**src/hw/rtl/ptpd_pkg.sv**
```systemverilog
// Shared types and constants for the peak-to-peak drop detector.
// No dependencies; every other file of the block imports this package.
package ptpd_pkg;

  localparam int unsigned SampleW = 16;
  localparam int unsigned DiffW   = SampleW + 1;
  localparam int unsigned CountW  = 2;

  localparam logic [SampleW-1:0] ThresholdReset = SampleW'(300);
  localparam logic [CountW-1:0]  ConfirmReset   = CountW'(2);
  localparam logic [SampleW-1:0] TrackMinReset  = '1;
  localparam logic [SampleW-1:0] TrackMaxReset  = '0;

  // Configuration register indexes.
  typedef enum logic [0:0] {
    REG_DIFF_THRESHOLD  = 1'b0,
    REG_CONFIRM_WINDOWS = 1'b1
  } cfg_reg_t;

  // Item operation codes.
  typedef enum logic [0:0] {
    OP_SAMPLE   = 1'b0,
    OP_EVALUATE = 1'b1
  } op_t;

  // One item leaving the input register into the processing logic.
  typedef struct packed {
    logic               fire;
    op_t                op;
    logic [SampleW-1:0] sample;
  } step_t;

  // Current tracker contents.
  typedef struct packed {
    logic [SampleW-1:0] smallest;
    logic [SampleW-1:0] second_smallest;
    logic [SampleW-1:0] largest;
    logic [SampleW-1:0] second_largest;
  } track_t;

endpackage

```
**src/hw/rtl/ptpd_track.sv**
```systemverilog
// Two-smallest / two-largest sample trackers of the current window.
// Depends on ptpd_pkg.
module ptpd_track import ptpd_pkg::*; (
  input  logic   clk,
  input  logic   rst_n,
  input  step_t  step,
  output track_t trk
);

  track_t trk_r, trk_nxt;

  always_comb begin
    trk_nxt = trk_r;
    if (step.fire) begin
      if (step.op == OP_EVALUATE) begin
        trk_nxt.smallest        = TrackMinReset;
        trk_nxt.second_smallest = TrackMinReset;
        trk_nxt.largest         = TrackMaxReset;
        trk_nxt.second_largest  = TrackMaxReset;
      end else begin
        // Strict compares: a tie never displaces a tracked value.
        if (step.sample < trk_r.second_smallest) begin
          if (step.sample < trk_r.smallest) begin
            trk_nxt.second_smallest = trk_r.smallest;
            trk_nxt.smallest        = step.sample;
          end else begin
            trk_nxt.second_smallest = step.sample;
          end
        end
        if (step.sample > trk_r.second_largest) begin
          if (step.sample > trk_r.largest) begin
            trk_nxt.second_largest = trk_r.largest;
            trk_nxt.largest        = step.sample;
          end else begin
            trk_nxt.second_largest = step.sample;
          end
        end
      end
    end
  end

  always_ff @(posedge clk) begin
    if (!rst_n) begin
      trk_r.smallest        <= TrackMinReset;
      trk_r.second_smallest <= TrackMinReset;
      trk_r.largest         <= TrackMaxReset;
      trk_r.second_largest  <= TrackMaxReset;
    end else begin
      trk_r <= trk_nxt;
    end
  end

  assign trk = trk_r;

endmodule

```
**src/hw/rtl/ptpd_eval.sv**
```systemverilog
// Window evaluation: pair averages, difference, confirmation count and trigger.
// Depends on ptpd_pkg.
module ptpd_eval import ptpd_pkg::*; (
  input  logic                     clk,
  input  logic                     rst_n,
  input  step_t                    step,
  input  track_t                   trk,
  input  logic [SampleW-1:0]       diff_threshold,
  input  logic [CountW-1:0]        confirm_windows,
  output logic                     trigger_next,
  output logic signed [DiffW-1:0]  difference,
  output logic                     trigger
);

  logic [CountW-1:0]  count_r, count_nxt;
  logic               trig_r, trig_nxt;
  logic [DiffW-1:0]   sum_min, sum_max;
  logic [SampleW-1:0] avg_min, avg_max;
  logic [CountW-1:0]  need;
  logic [CountW:0]    count_inc;
  logic               below;

  always_comb begin
    sum_min    = {1'b0, trk.smallest} + {1'b0, trk.second_smallest};
    sum_max    = {1'b0, trk.largest} + {1'b0, trk.second_largest};
    avg_min    = sum_min[DiffW-1:1];
    avg_max    = sum_max[DiffW-1:1];
    difference = $signed({1'b0, avg_max}) - $signed({1'b0, avg_min});
    below      = difference < $signed({1'b0, diff_threshold});
    need       = (confirm_windows == '0) ? CountW'(1) : confirm_windows;
    count_inc  = {1'b0, count_r} + (CountW+1)'(1);

    count_nxt = count_r;
    trig_nxt  = trig_r;
    if (step.fire && step.op == OP_EVALUATE) begin
      if (below) begin
        if (count_inc >= {1'b0, need}) begin
          trig_nxt  = 1'b1;
          count_nxt = need - CountW'(1);
        end else begin
          count_nxt = count_inc[CountW-1:0];
        end
      end else begin
        trig_nxt  = 1'b0;
        count_nxt = '0;
      end
    end
  end

  always_ff @(posedge clk) begin
    if (!rst_n) begin
      count_r <= '0;
      trig_r  <= 1'b0;
    end else begin
      count_r <= count_nxt;
      trig_r  <= trig_nxt;
    end
  end

  assign trigger_next = trig_nxt;
  assign trigger      = trig_r;

endmodule

```
**src/hw/rtl/peak_to_peak_drop_detector.sv**
```systemverilog
// Peak-to-peak drop detector: top level with input and result registers.
// Depends on ptpd_pkg, ptpd_track and ptpd_eval.

// Each transfer is either a sample, which updates the two smallest and two
// largest values of the window, or a window end, which compares the averaged
// peak-to-peak difference with diff_threshold and updates the trigger after
// confirm_windows consecutive low windows. Every item gives exactly one result.
// An item passes through the input register, then the result register. One item
// can be taken every cycle, except while a held result (out_valid high, out_ready
// low) stalls the input register. Configuration writes are always taken and
// should be made only while no item is in flight.
module peak_to_peak_drop_detector import ptpd_pkg::*; (
  input  logic                    clk,
  input  logic                    rst_n,

  input  logic                    in_valid,
  output logic                    in_ready,
  input  logic                    in_opcode,
  input  logic [SampleW-1:0]      in_sample,
  input  logic                    in_pwm_level,

  output logic                    out_valid,
  input  logic                    out_ready,
  output logic                    out_trigger,
  output logic                    out_pin_level,
  output logic signed [DiffW-1:0] out_difference,

  input  logic                    cfg_valid,
  output logic                    cfg_ready,
  input  logic [0:0]              cfg_index,
  input  logic [SampleW-1:0]      cfg_data
);

  logic               s1_valid_r;
  op_t                s1_op_r;
  logic [SampleW-1:0] s1_sample_r;
  logic               s1_pwm_r;
  logic               s1_adv;

  logic                    out_valid_r;
  logic                    out_eval_r;
  logic                    out_trigger_r;
  logic                    out_pin_r;
  logic signed [DiffW-1:0] out_diff_r;

  logic [SampleW-1:0] thr_r;
  logic [CountW-1:0]  confirm_r;

  step_t                   step;
  track_t                  trk;
  logic                    trig_next;
  logic                    trig_cur;
  logic signed [DiffW-1:0] diff;

  assign s1_adv   = s1_valid_r && (!out_valid_r || out_ready);
  assign in_ready = !s1_valid_r || s1_adv;
  assign cfg_ready = 1'b1;

  always_ff @(posedge clk) begin
    if (!rst_n) begin
      thr_r     <= ThresholdReset;
      confirm_r <= ConfirmReset;
    end else if (cfg_valid) begin
      case (cfg_reg_t'(cfg_index))
        REG_DIFF_THRESHOLD:  thr_r     <= cfg_data;
        REG_CONFIRM_WINDOWS: confirm_r <= cfg_data[CountW-1:0];
        default: ;
      endcase
    end
  end

  // Input register.
  always_ff @(posedge clk) begin
    if (!rst_n) begin
      s1_valid_r <= 1'b0;
    end else if (in_ready) begin
      s1_valid_r <= in_valid;
    end
  end

  always_ff @(posedge clk) begin
    if (in_valid && in_ready) begin
      s1_op_r     <= op_t'(in_opcode);
      s1_sample_r <= in_sample;
      s1_pwm_r    <= in_pwm_level;
    end
  end

  assign step = '{fire: s1_adv, op: s1_op_r, sample: s1_sample_r};

  ptpd_track u_track (
    .clk   (clk),
    .rst_n (rst_n),
    .step  (step),
    .trk   (trk)
  );

  ptpd_eval u_eval (
    .clk             (clk),
    .rst_n           (rst_n),
    .step            (step),
    .trk             (trk),
    .diff_threshold  (thr_r),
    .confirm_windows (confirm_r),
    .trigger_next    (trig_next),
    .difference      (diff),
    .trigger         (trig_cur)
  );

  // Result register.
  always_ff @(posedge clk) begin
    if (!rst_n) begin
      out_valid_r <= 1'b0;
    end else if (s1_adv) begin
      out_valid_r <= 1'b1;
    end else if (out_ready) begin
      out_valid_r <= 1'b0;
    end
  end

  always_ff @(posedge clk) begin
    if (s1_adv) begin
      out_eval_r    <= (s1_op_r == OP_EVALUATE);
      out_trigger_r <= trig_next;
      out_pin_r     <= !trig_next && !s1_pwm_r;
      out_diff_r    <= (s1_op_r == OP_EVALUATE) ? diff : '0;
    end
  end

  assign out_valid      = out_valid_r;
  assign out_trigger    = out_trigger_r;
  assign out_pin_level  = out_pin_r;
  assign out_difference = out_diff_r;

  // The trackers stay ordered within a window.
  assert property (@(posedge clk) disable iff (!rst_n)
    trk.smallest <= trk.second_smallest && trk.largest >= trk.second_largest)
    else $error("tracker pair out of order");

  // A sample transfer never changes the trigger.
  assert property (@(posedge clk) disable iff (!rst_n)
    s1_adv && s1_op_r == OP_SAMPLE |=> $stable(trig_cur))
    else $error("trigger changed on a sample");

  // Sample results carry a zero difference.
  assert property (@(posedge clk) disable iff (!rst_n)
    out_valid_r && !out_eval_r |-> out_diff_r == '0)
    else $error("nonzero difference on a sample result");

  // A triggered result always drives the pin low.
  assert property (@(posedge clk) disable iff (!rst_n)
    s1_adv && trig_next |=> !out_pin_r)
    else $error("pin high while triggered");

endmodule
```
**config.mk**
```make
export PLATFORM = sky130hd
export DESIGN_NAME = peak_to_peak_drop_detector
export DESIGN_NICKNAME = d
export VERILOG_FILES = /design/src/hw/rtl/ptpd_pkg.sv /design/src/hw/rtl/ptpd_track.sv /design/src/hw/rtl/ptpd_eval.sv /design/src/hw/rtl/peak_to_peak_drop_detector.sv
export SDC_FILE = /design/constraint.sdc
export NUM_CORES = 1
export LEC_CHECK = 0
export ABC_AREA = 1
export BUFFER_PORTS_ARGS = -buffer_cell sky130_fd_sc_hd__buf_2
export CORE_UTILIZATION = 49
export CTS_CLUSTER_DIAMETER = 60
export DETAILED_ROUTE_END_ITERATION = 6
export PLACE_DENSITY_LB_ADDON = 0.05
export SETUP_SLACK_MARGIN = 0.2
export SLEW_MARGIN = 10
export SYNTH_ARGS = -nofsm -noshare
export SYNTH_HDL_FRONTEND = slang
export SYNTH_SLANG_ARGS = --single-unit
```
**constraint.sdc**
```tcl
create_clock -name clk -period 5.6 [get_ports clk]
set_input_delay 0.28 -clock clk [delete_from_list [all_inputs] [get_ports clk]]
set_output_delay 0.28 -clock clk [all_outputs]
set_load 0.02 [all_outputs]
```
==> results of run 1 <==
[kinds of logic after synthesis]
| kind of cell | after synthesis | share of synthesized area |
|---|---|---|
| adder cells (fa/ha/maj) | 129 | 0.179 |
| other | 1 | 0.000409 |
| flip-flops | 124 | 0.311 |
| XOR/XNOR | 37 | 0.0354 |
| AO/OA/AOI/OAI | 215 | 0.128 |
| buffers and inverters | 216 | 0.0945 |
| AND/OR/NAND/NOR | 533 | 0.251 |
[repair_timing]
action	4_1_cts	5_1_grt
endpoints found under the hold margin	2	1
resized for setup	0	0
hold buffers	2	1
[synth_stat cells (2+ instances only)]
cell and count:
nand4_1 8, o21ai_2 4, a31oi_1 5, edfxtp_1 37, o211ai_1 8, nand3b_1 2
buf_1 6, nor3_1 6, a211oi_1 2, o21bai_1 4, a21oi_2 2, and2_1 3
dfxtp_1 87, xor2_1 20, nand2_2 5, nand3_1 105, o21ai_1 15, a21o_1 3
inv_2 3, a21oi_1 119, nor2_1 96, a21boi_0 2, or2_2 2, nand2_4 6
xnor2_1 17, nand3_2 2, clkbuf_1 13, buf_4 3, o21ai_0 44, buf_2 11
fa_1 4, inv_1 176, buf_6 4, ha_1 125, a21boi_1 2, o21a_1 2
nand2_1 292
[state kept, by name (all words and copies together), names as in the netlist, 2 cells and up]
register,flops
out_difference,17
confirm_r,2
u_track.trk,64
thr_r,16
s1_sample_r,16
u_eval.count_r,2
[metal layers]
layer	up-vias	routed length, microns
met3	22	903
met2	145	11100
met1	3591	10800
li1	4220	-
met4	0	306
met5	-	0
[power by group]
group          leakage, nW  switching (mW)  total (mW)  internal (mW)
clock                0.281           0.441        1.15          0.711
combinational         3.88           0.788        1.27          0.486
sequential            1.07          0.0656        1.09           1.02
[area by class of cell]
class | count | area share
clock buffer | 18 | 0.0430
clock inverter | 13 | 0.0164
inverter | 179 | 0.0657
multi-input combinational | 915 | 0.533
sequential | 124 | 0.279
tap | 229 | 0.0280
timing repair buffer | 67 | 0.0352
[how the worst max path moves through the flow]
stage                                             from                       to  cells past startpoint
after floorplan           u_track.trk[33]$_SDFFE_PN1P_  out_pin_level$_DFFE_PP_                     32
after global placement     u_track.trk[1]$_SDFFE_PN0P_  out_pin_level$_DFFE_PP_                     29
after detailed placement  u_track.trk[33]$_SDFFE_PN1P_  out_pin_level$_DFFE_PP_                     32
after CTS                 u_track.trk[33]$_SDFFE_PN1P_  out_pin_level$_DFFE_PP_                     32
after global routing      u_track.trk[48]$_SDFFE_PN1P_  out_pin_level$_DFFE_PP_                     32
final                     u_track.trk[33]$_SDFFE_PN1P_  out_pin_level$_DFFE_PP_                     32
==> flow_metrics.env, run 1 <==
export IMPL_ys_ff_latch=124
export IMPL_cpPeakStageDelay_ps=450
export IMPL_nets=1473
export IMPL_drt_first_pass_iters=7
export IMPL_clk_latency_ps=440
export IMPL_netlist_area_sq_mm=0.00917
export IMPL_dp_cells=1511
export IMPL_cts_setup_buffers=0
export IMPL_top_usage_layer="met2"
export IMPL_maxSlewHeadroom=0.396
export IMPL_syn_inst=1255
export IMPL_finalSetupTns_ps=0
export IMPL_stdcell_area_sq_mm=0.0102
export IMPL_htreeDepth=4
export IMPL_io_pin_count=62
export IMPL_multi_input_area_sq_mm=0.00545
export IMPL_dr_first_iter_drc_count=337
export IMPL_synth_area_leaders="dfxtp_1, ha_1, edfxtp_1, nand2_1, inv_1"
export IMPL_finalCritPeriodShare=0.819
export IMPL_hold_ws_ps=16.0
export IMPL_synth_net_count=1424
export IMPL_endpoint_kind="register"
export IMPL_clk_pin_slew_worst_paths_ps=60
export IMPL_layout_commonest_cell="nand2_1"
export IMPL_avgRoutedWirePerCell_microns=14.9
export IMPL_violations="design-rule violations"
export IMPL_rows=49
export IMPL_clock_fmax_mhz=218
export IMPL_grt_first_pass_wirelength_microns=37700
export IMPL_cp_required_ps=5780
export IMPL_grt_pass1_vias=7505
export IMPL_max_cap_viol_count=0
export IMPL_timing_final_crit_period_ps=4590
export IMPL_r2r_end="out_pin_level$_DFFE_PP_"
export IMPL_final_core_util=0.563
export IMPL_cts_buffers=17
export IMPL_cp_buffers_inverters=3
export IMPL_setup_ws_ps=1010
export IMPL_grtUsageTotal=0.250
export IMPL_dpl_hpwl_microns=17300
export IMPL_status="finished with violations"
export IMPL_cts_tree="done"
export IMPL_slew_violations=0
export IMPL_antenna_cells=0
export IMPL_antenna_left=0
export IMPL_start_kind="register"
export IMPL_tightest_slew_ps=905
export IMPL_yosys_warnings=0
export IMPL_ir_drop_v=0.000229
export IMPL_start_util=0.505
export IMPL_place_area_sq_mm=0.00959
export IMPL_area_growth_pct=11.6
export IMPL_total_power_mw=3.51
export IMPL_finalClockSkew_ps=13.2
export IMPL_die_area_sq_mm=0.0193
export IMPL_place_ws_ps=1050
export IMPL_cpMaxStageDelayCell="fa_1"
export IMPL_yosysTopAreaCellShare=0.190
export IMPL_hold_class="in2reg"
export IMPL_rr_startpoint="u_track.trk[33]$_SDFFE_PN1P_"
export IMPL_grt_overflow=0
export IMPL_num_fill_cells=1787
export IMPL_rr_worst_depth=32
export IMPL_crit_path_max_fanout=5
export IMPL_syn_area_per_cell_sq_um=7.30
export IMPL_antenna_found_initial=0
export IMPL_p_leak_nw=5.24
export IMPL_clockRootBuffer="clkbuf_16"
export IMPL_avgViaCountPerCell=5.16
export IMPL_final_cells=1545
export IMPL_use_met2=0.436
export IMPL_worst_path_most_repeated_cell="nand2_1"
export IMPL_drive_gt1_frac=0.0950
export IMPL_cts_num_sinks=124
export IMPL_synth_area_leader_cell="dfxtp_1"
export IMPL_drt_total_wl_microns=23100
export IMPL_whs_endpoint="s1_sample_r[12]$_DFFE_PP_"
export IMPL_grtUsageMet3=0.0477
export IMPL_synth_edf_count=37
export IMPL_ys_seq_area_frac=0.311
export IMPL_drc=7
export IMPL_worstHoldPathCells=1
export IMPL_critical_path_class="reg2reg"
export IMPL_use_met1=0.313
export IMPL_core_area_sq_mm=0.0181
export IMPL_r2r_setup_slack_ps=1010
export IMPL_num_vias=7978
export IMPL_grt_setup_unrepaired="no"
export IMPL_synthArstFlopShare=0
export IMPL_timing_hold_violations_final=0
export IMPL_grt_max_degree=68
export IMPL_final_setup_viol_count=0
export IMPL_cpLargestDelayFamily="simple AND/OR/NAND/NOR gates"
export IMPL_seqCellArea_sq_mm=0.00285
export IMPL_ys_flop_type="dfxtp_1"
export IMPL_yosysUniqueCellTypes=47
export IMPL_final_cell_mix="nand2_1, inv_1, ha_1"
export IMPL_clockBufferDepth=2
export IMPL_routabilityCongestion=0.894
export IMPL_die_h_microns=139
export IMPL_arrival_ps=4770
export IMPL_min_from="in_sample[12]"
export IMPL_die_width_microns=139
export IMPL_powerDensity_mw_per_mm2=344
export IMPL_io_buffers=60
(Power assumes the default switching activity.)
==> inputs of run 2 (changes only) <==
clock period = 3.8 ns   (was 5.6 ns; I/O delays follow)
==> run 2 against run 1 <==
The run ends with design-rule violations, negative setup slack left. Global-route usage is 1.8 points higher. Core utilization is 9.1 points higher. Total power is 72% higher. First-iteration DRC count is 21% higher. Critical endpoint unchanged. Critical path type unchanged.
==> flow_metrics.env, run 2 (synthesis gave the netlist of run 1 again) <==
export IMPL_status="finished with violations"
export IMPL_violations="design-rule violations, negative setup slack"
export IMPL_wl_met2_microns=12500
export IMPL_tightest_slew_ps=1050
export IMPL_final_cell_mix="nand2_1, inv_1, buf_4"
export IMPL_core_area_sq_mm=0.0181
export IMPL_ir_drop_v=0.000327
export IMPL_worst_path_most_repeated_cell="nand2_1"
export IMPL_rows=49
export IMPL_clockBufferDepth=2
export IMPL_place_ws_ps=-522
export IMPL_avgViaCountPerCell=5.17
export IMPL_max_cap_viol_count=0
export IMPL_dr_first_iter_drc_count=409
export IMPL_drive_gt1_frac=0.239
export IMPL_num_fill_cells=1603
export IMPL_grt_pass1_vias=8400
export IMPL_p_leak_nw=6.07
export IMPL_grtUsageTotal=0.268
export IMPL_layout_commonest_cell="nand2_1"
export IMPL_timing_final_crit_period_ps=4230
export IMPL_rr_worst_depth=26
export IMPL_die_width_microns=139
export IMPL_slew_violations=0
export IMPL_arrival_ps=4400
export IMPL_maxSlewHeadroom=0.302
export IMPL_finalCritPeriodShare=1.11
export IMPL_critical_path_class="reg2reg"
export IMPL_crit_path_max_fanout=4
export IMPL_avgRoutedWirePerCell_microns=15.1
export IMPL_cpMaxStageDelayCell="fa_2"
export IMPL_antenna_left=0
export IMPL_top_layer="met4"
export IMPL_drc=5
export IMPL_nets=1634
export IMPL_grt_first_pass_wirelength_microns=40900
export IMPL_cpPeakStageDelay_ps=390
export IMPL_worstHoldPathCells=3
export IMPL_drt_total_wl_microns=25700
export IMPL_die_area_sq_mm=0.0193
export IMPL_cts_tree="done"
export IMPL_setup_ws_ps=-427
export IMPL_routabilityCongestion=0.859
export IMPL_dpl_hpwl_microns=18300
export IMPL_hold_class="in2reg"
export IMPL_final_core_util=0.654
export IMPL_cts_buffers=17
export IMPL_start_util=0.505
export IMPL_antenna_cells=0
export IMPL_largest_reg_flops=64
export IMPL_area_growth_pct=29.5
export IMPL_grt_max_degree=67
export IMPL_wl_met3_microns=976
export IMPL_cp_required_ps=3970
export IMPL_largest_register="u_track.trk"
export IMPL_start_kind="register"
export IMPL_timing_hold_violations_final=0
export IMPL_grt_overflow=0
export IMPL_num_vias=8819
export IMPL_io_pin_count=62
export IMPL_clk_latency_ps=430
export IMPL_antenna_found_initial=0
export IMPL_htreeDepth=4
export IMPL_finalClockSkew_ps=12.9
export IMPL_grt_setup_unrepaired="yes"
export IMPL_endpoint_kind="register"
export IMPL_clockRootBuffer="clkbuf_16"
export IMPL_clock_fmax_mhz=237
export IMPL_final_setup_viol_count=5
export IMPL_drt_first_pass_iters=7
export IMPL_clk_pin_slew_worst_paths_ps=60
export IMPL_cts_num_sinks=124
export IMPL_met1_length_microns=11700
export IMPL_total_power_mw=6.06
export IMPL_die_h_microns=139
export IMPL_powerDensity_mw_per_mm2=511
export IMPL_io_buffers=60
==> run 2: changes by cell type in the layout (fill, tap and decap cells not counted), sizes merged <==
cell / before / now
dlygate4sd3: 3 / 20
inv: 181 / 185
clkinvlp: 5 / 4
clkinv: 3 / 4
bufinv: 3 / 0
buf: 64 / 208
==> run 2: final cells by class <==
type | count | area (sq um) | area share
Multi-Input combinational cell | 915 | 5880 | 0.495
Sequential cell | 124 | 2860 | 0.241
Timing Repair Buffer | 228 | 1630 | 0.138
Inverter | 179 | 672 | 0.0566
Clock buffer | 18 | 429 | 0.0362
Tap cell | 229 | 287 | 0.0241
Clock inverter | 14 | 110 | 0.00928
==> run 2: final timing paths <==
path / startpoint / to / slack, ps
hold reg to reg: thr_r[15]$_SDFFE_PN0P_ / thr_r[15]$_SDFFE_PN0P_ / 470
setup reg to reg: u_track.trk[1]$_SDFFE_PN0P_ / out_pin_level$_DFFE_PP_ / -430
setup / recovery: u_track.trk[1]$_SDFFE_PN0P_ / out_pin_level$_DFFE_PP_ / -430
hold / removal: cfg_data[8] / thr_r[8]$_SDFFE_PN1P_ / 7
==> run 2: power by group <==
part / leakage (nW) / internal [mW] / switching, mW
sequential: 1.07 / 1.51 / 0.0908
combinational: 4.74 / 1.39 / 1.55
clock: 0.255 / 0.844 / 0.678
total: 6.07 / 3.74 / 2.32
==> run 2: critical path: cells and delay by family (launching register included) <==
family | cells | cell delay [ps]
AO/OA/AOI/OAI | 8 | 1290
XOR/XNOR | 2 | 350
adder cells (fa/ha/maj) | 3 | 940
buffers and inverters | 4 | 390
flip-flops | 1 | 340
AND/OR/NAND/NOR | 9 | 630
==> run 2: what timing repair did <==
item / 4_1_cts / 5_1_grt
setup endpoints to repair: 6 / 8
setup buffers: 14 / 7
hold buffers: 20 / 0
pin swaps: 14 / 50
gates resized for setup: 33 / 59
hold endpoints to repair: 20 / 0
==> run 2: metrics by stage <==
| step | hold slack, ps | std cells | cell area [sq um] | TNS (ps) |
|---|---|---|---|---|
| after detailed placement | 368 | 1634 | 10500 | -2300 |
| after floorplan | 289 | 1255 | 9190 | -129 |
| after global routing | 18.0 | 1707 | 11900 | -3040 |
| after global placement | 366 | 1634 | 10500 | -1910 |
| final | 6.69 | 1707 | 11900 | -1850 |
| after CTS | 3.75 | 1700 | 11500 | -844 |
==> run 2: layer usage <==
layer / vias up / GRT usage
met3: 36 / 0.0418
met1: 4044 / 0.338
li1: 4543 / -
met5: - / 0
met2: 196 / 0.474
met4: 0 / 0.0737
==> inputs of run 3 (changes only) <==
PLACE_DENSITY = 0.73   (was not set)
PLACE_DENSITY_LB_ADDON = not set   (was 0.05)
==> run 3 against run 2 <==
The run still ends with design-rule violations, negative setup slack left. Sequential power barely moved. Clock skew shrank 3.4 ps. Worst hold slack better by 7.6 ps. Sequential share of layout area grew 0.49 points. Critical path type unchanged. Critical endpoint unchanged.
==> flow_metrics.env, run 3 (synthesis gave the netlist of run 1 again) <==
export IMPL_status="finished with violations"
export IMPL_violations="design-rule violations, negative setup slack"
export IMPL_antenna_left=0
export IMPL_final_setup_viol_count=5
export IMPL_antenna_cells=0
export IMPL_clockBufferDepth=2
export IMPL_crit_path_max_fanout=3
export IMPL_maxSlewHeadroom=0.314
export IMPL_num_vias=8888
export IMPL_final_cell_mix="nand2_1, inv_1, ha_1"
export IMPL_start_kind="register"
export IMPL_finalClockSkew_ps=9.42
export IMPL_io_pin_count=62
export IMPL_antenna_found_initial=0
export IMPL_cts_buffers=17
export IMPL_drt_total_wl_microns=24600
export IMPL_cpMaxStageDelayCell="fa_2"
export IMPL_cts_tree="done"
export IMPL_layout_commonest_cell="nand2_1"
export IMPL_cpPeakStageDelay_ps=380
export IMPL_cp_required_ps=3970
export IMPL_ir_drop_v=0.000378
export IMPL_routabilityCongestion=0.845
export IMPL_start_util=0.505
export IMPL_slew_violations=0
export IMPL_rows=49
export IMPL_arrival_ps=4260
export IMPL_timing_final_crit_period_ps=4090
export IMPL_hold_class="in2reg"
export IMPL_largest_reg_flops=64
export IMPL_endpoint_kind="register"
export IMPL_avgViaCountPerCell=5.27
export IMPL_cts_num_sinks=124
export IMPL_critical_path_class="reg2reg"
export IMPL_grt_overflow=0
export IMPL_grt_max_degree=67
export IMPL_num_fill_cells=1541
export IMPL_max_cap_viol_count=0
export IMPL_grt_first_pass_wirelength_microns=40200
export IMPL_dr_first_iter_drc_count=477
export IMPL_drt_first_pass_iters=7
export IMPL_tightest_slew_ps=1030
export IMPL_grt_setup_unrepaired="yes"
export IMPL_dpl_hpwl_microns=17500
export IMPL_finalCritPeriodShare=1.08
export IMPL_timing_hold_violations_final=0
export IMPL_largest_register="u_track.trk"
export IMPL_p_leak_nw=5.98
export IMPL_dp_cells=1616
export IMPL_worst_path_most_repeated_cell="nand2_2"
export IMPL_clk_latency_ps=430
export IMPL_htreeDepth=4
export IMPL_avgRoutedWirePerCell_microns=14.6
export IMPL_stdcell_area_sq_mm=0.0116
export IMPL_io_buffers=60
export IMPL_core_area_sq_mm=0.0181
export IMPL_drc=7
export IMPL_place_area_sq_mm=0.0104
export IMPL_drive_gt1_frac=0.223
export IMPL_die_h_microns=139
export IMPL_nets=1612
export IMPL_area_growth_pct=27.0
export IMPL_clock_fmax_mhz=245
export IMPL_grtUsageTotal=0.261
export IMPL_clockRootBuffer="clkbuf_16"
export IMPL_die_area_sq_mm=0.0193
export IMPL_final_cells=1685
export IMPL_grt_pass1_vias=8574
export IMPL_setup_ws_ps=-287
export IMPL_clk_pin_slew_worst_paths_ps=60
export IMPL_powerDensity_mw_per_mm2=520
export IMPL_die_width_microns=139
[run 3: final timing paths]
| check | startpoint | end | slack [ps] | cells after the start |
|---|---|---|---|---|
| worst max-delay path | u_track.trk[33]$_SDFFE_PN1P_ | out_pin_level$_DFFE_PP_ | -290 | 29 |
| worst min-delay path | cfg_data[5] | thr_r[5]$_SDFFE_PN1P_ | 10 | 3 |
| worst max register to register | u_track.trk[33]$_SDFFE_PN1P_ | out_pin_level$_DFFE_PP_ | -290 | 29 |
| worst min register to register | thr_r[13]$_SDFFE_PN0P_ | thr_r[13]$_SDFFE_PN0P_ | 480 | 2 |
[run 3: per-stage QoR]
step | TNS [ps] | hold WS [ps] | utilization | power (mW) | worst slack, ps
finish | -1190 | 14.3 | 0.641 | 6.05 | -287
global route | -2630 | 24.7 | 0.641 | 6.46 | -563
CTS | -1220 | 3.77 | 0.626 | 5.74 | -290
detailed placement | -2180 | 368 | 0.573 | 3.91 | -484
global placement | -1610 | 366 | 0.573 | 3.85 | -381
floorplan | -129 | 289 | - | 3.10 | -84.5
[run 3: routing by layer]
metal | GRT usage | vias to the layer above | share of wire
met5 | 0 | - | 0
met4 | 0.126 | 0 | 0.035
met3 | 0.0394 | 68 | 0.052
met2 | 0.459 | 255 | 0.49
met1 | 0.310 | 4067 | 0.42
li1 | - | 4498 | -
[run 3: power by group]
part	switching (mW)	total, mW	leakage [nW]	internal (mW)
Sequential	0.0926	1.60	1.07	1.51
Clock	0.646	1.67	0.291	1.03
Combinational	1.48	2.78	4.61	1.30
[run 3: layout make-up]
cell class / instances / area (sq um) / share of cell area
sequential: 124 / 2860 / 0.246
inverter: 179 / 672 / 0.0577
tap: 229 / 287 / 0.0246
timing repair buffer: 206 / 1470 / 0.126
clock buffer: 17 / 425 / 0.0365
clock inverter: 15 / 173 / 0.0148
multi-input combinational: 915 / 5750 / 0.494
[run 3: worst max-delay path: cells and delay by family (launching register included)]
kind | cells | cell delay [ps]
AO/OA/AOI/OAI | 6 | 870
buffers and inverters | 4 | 340
AND/OR/NAND/NOR | 14 | 1060
XOR/XNOR | 2 | 280
adder cells (fa/ha/maj) | 3 | 960
flip-flops | 1 | 330
[run 3: repair_timing]
item | 4_1_cts | 5_1_grt
resized for setup | 21 | 57
setup buffers | 11 | 5
hold buffers | 21 | 0
hold endpoints to repair | 21 | 0
endpoints found under the setup margin | 6 | 9
pin swaps | 19 | 17
gates cloned | 0 | 0
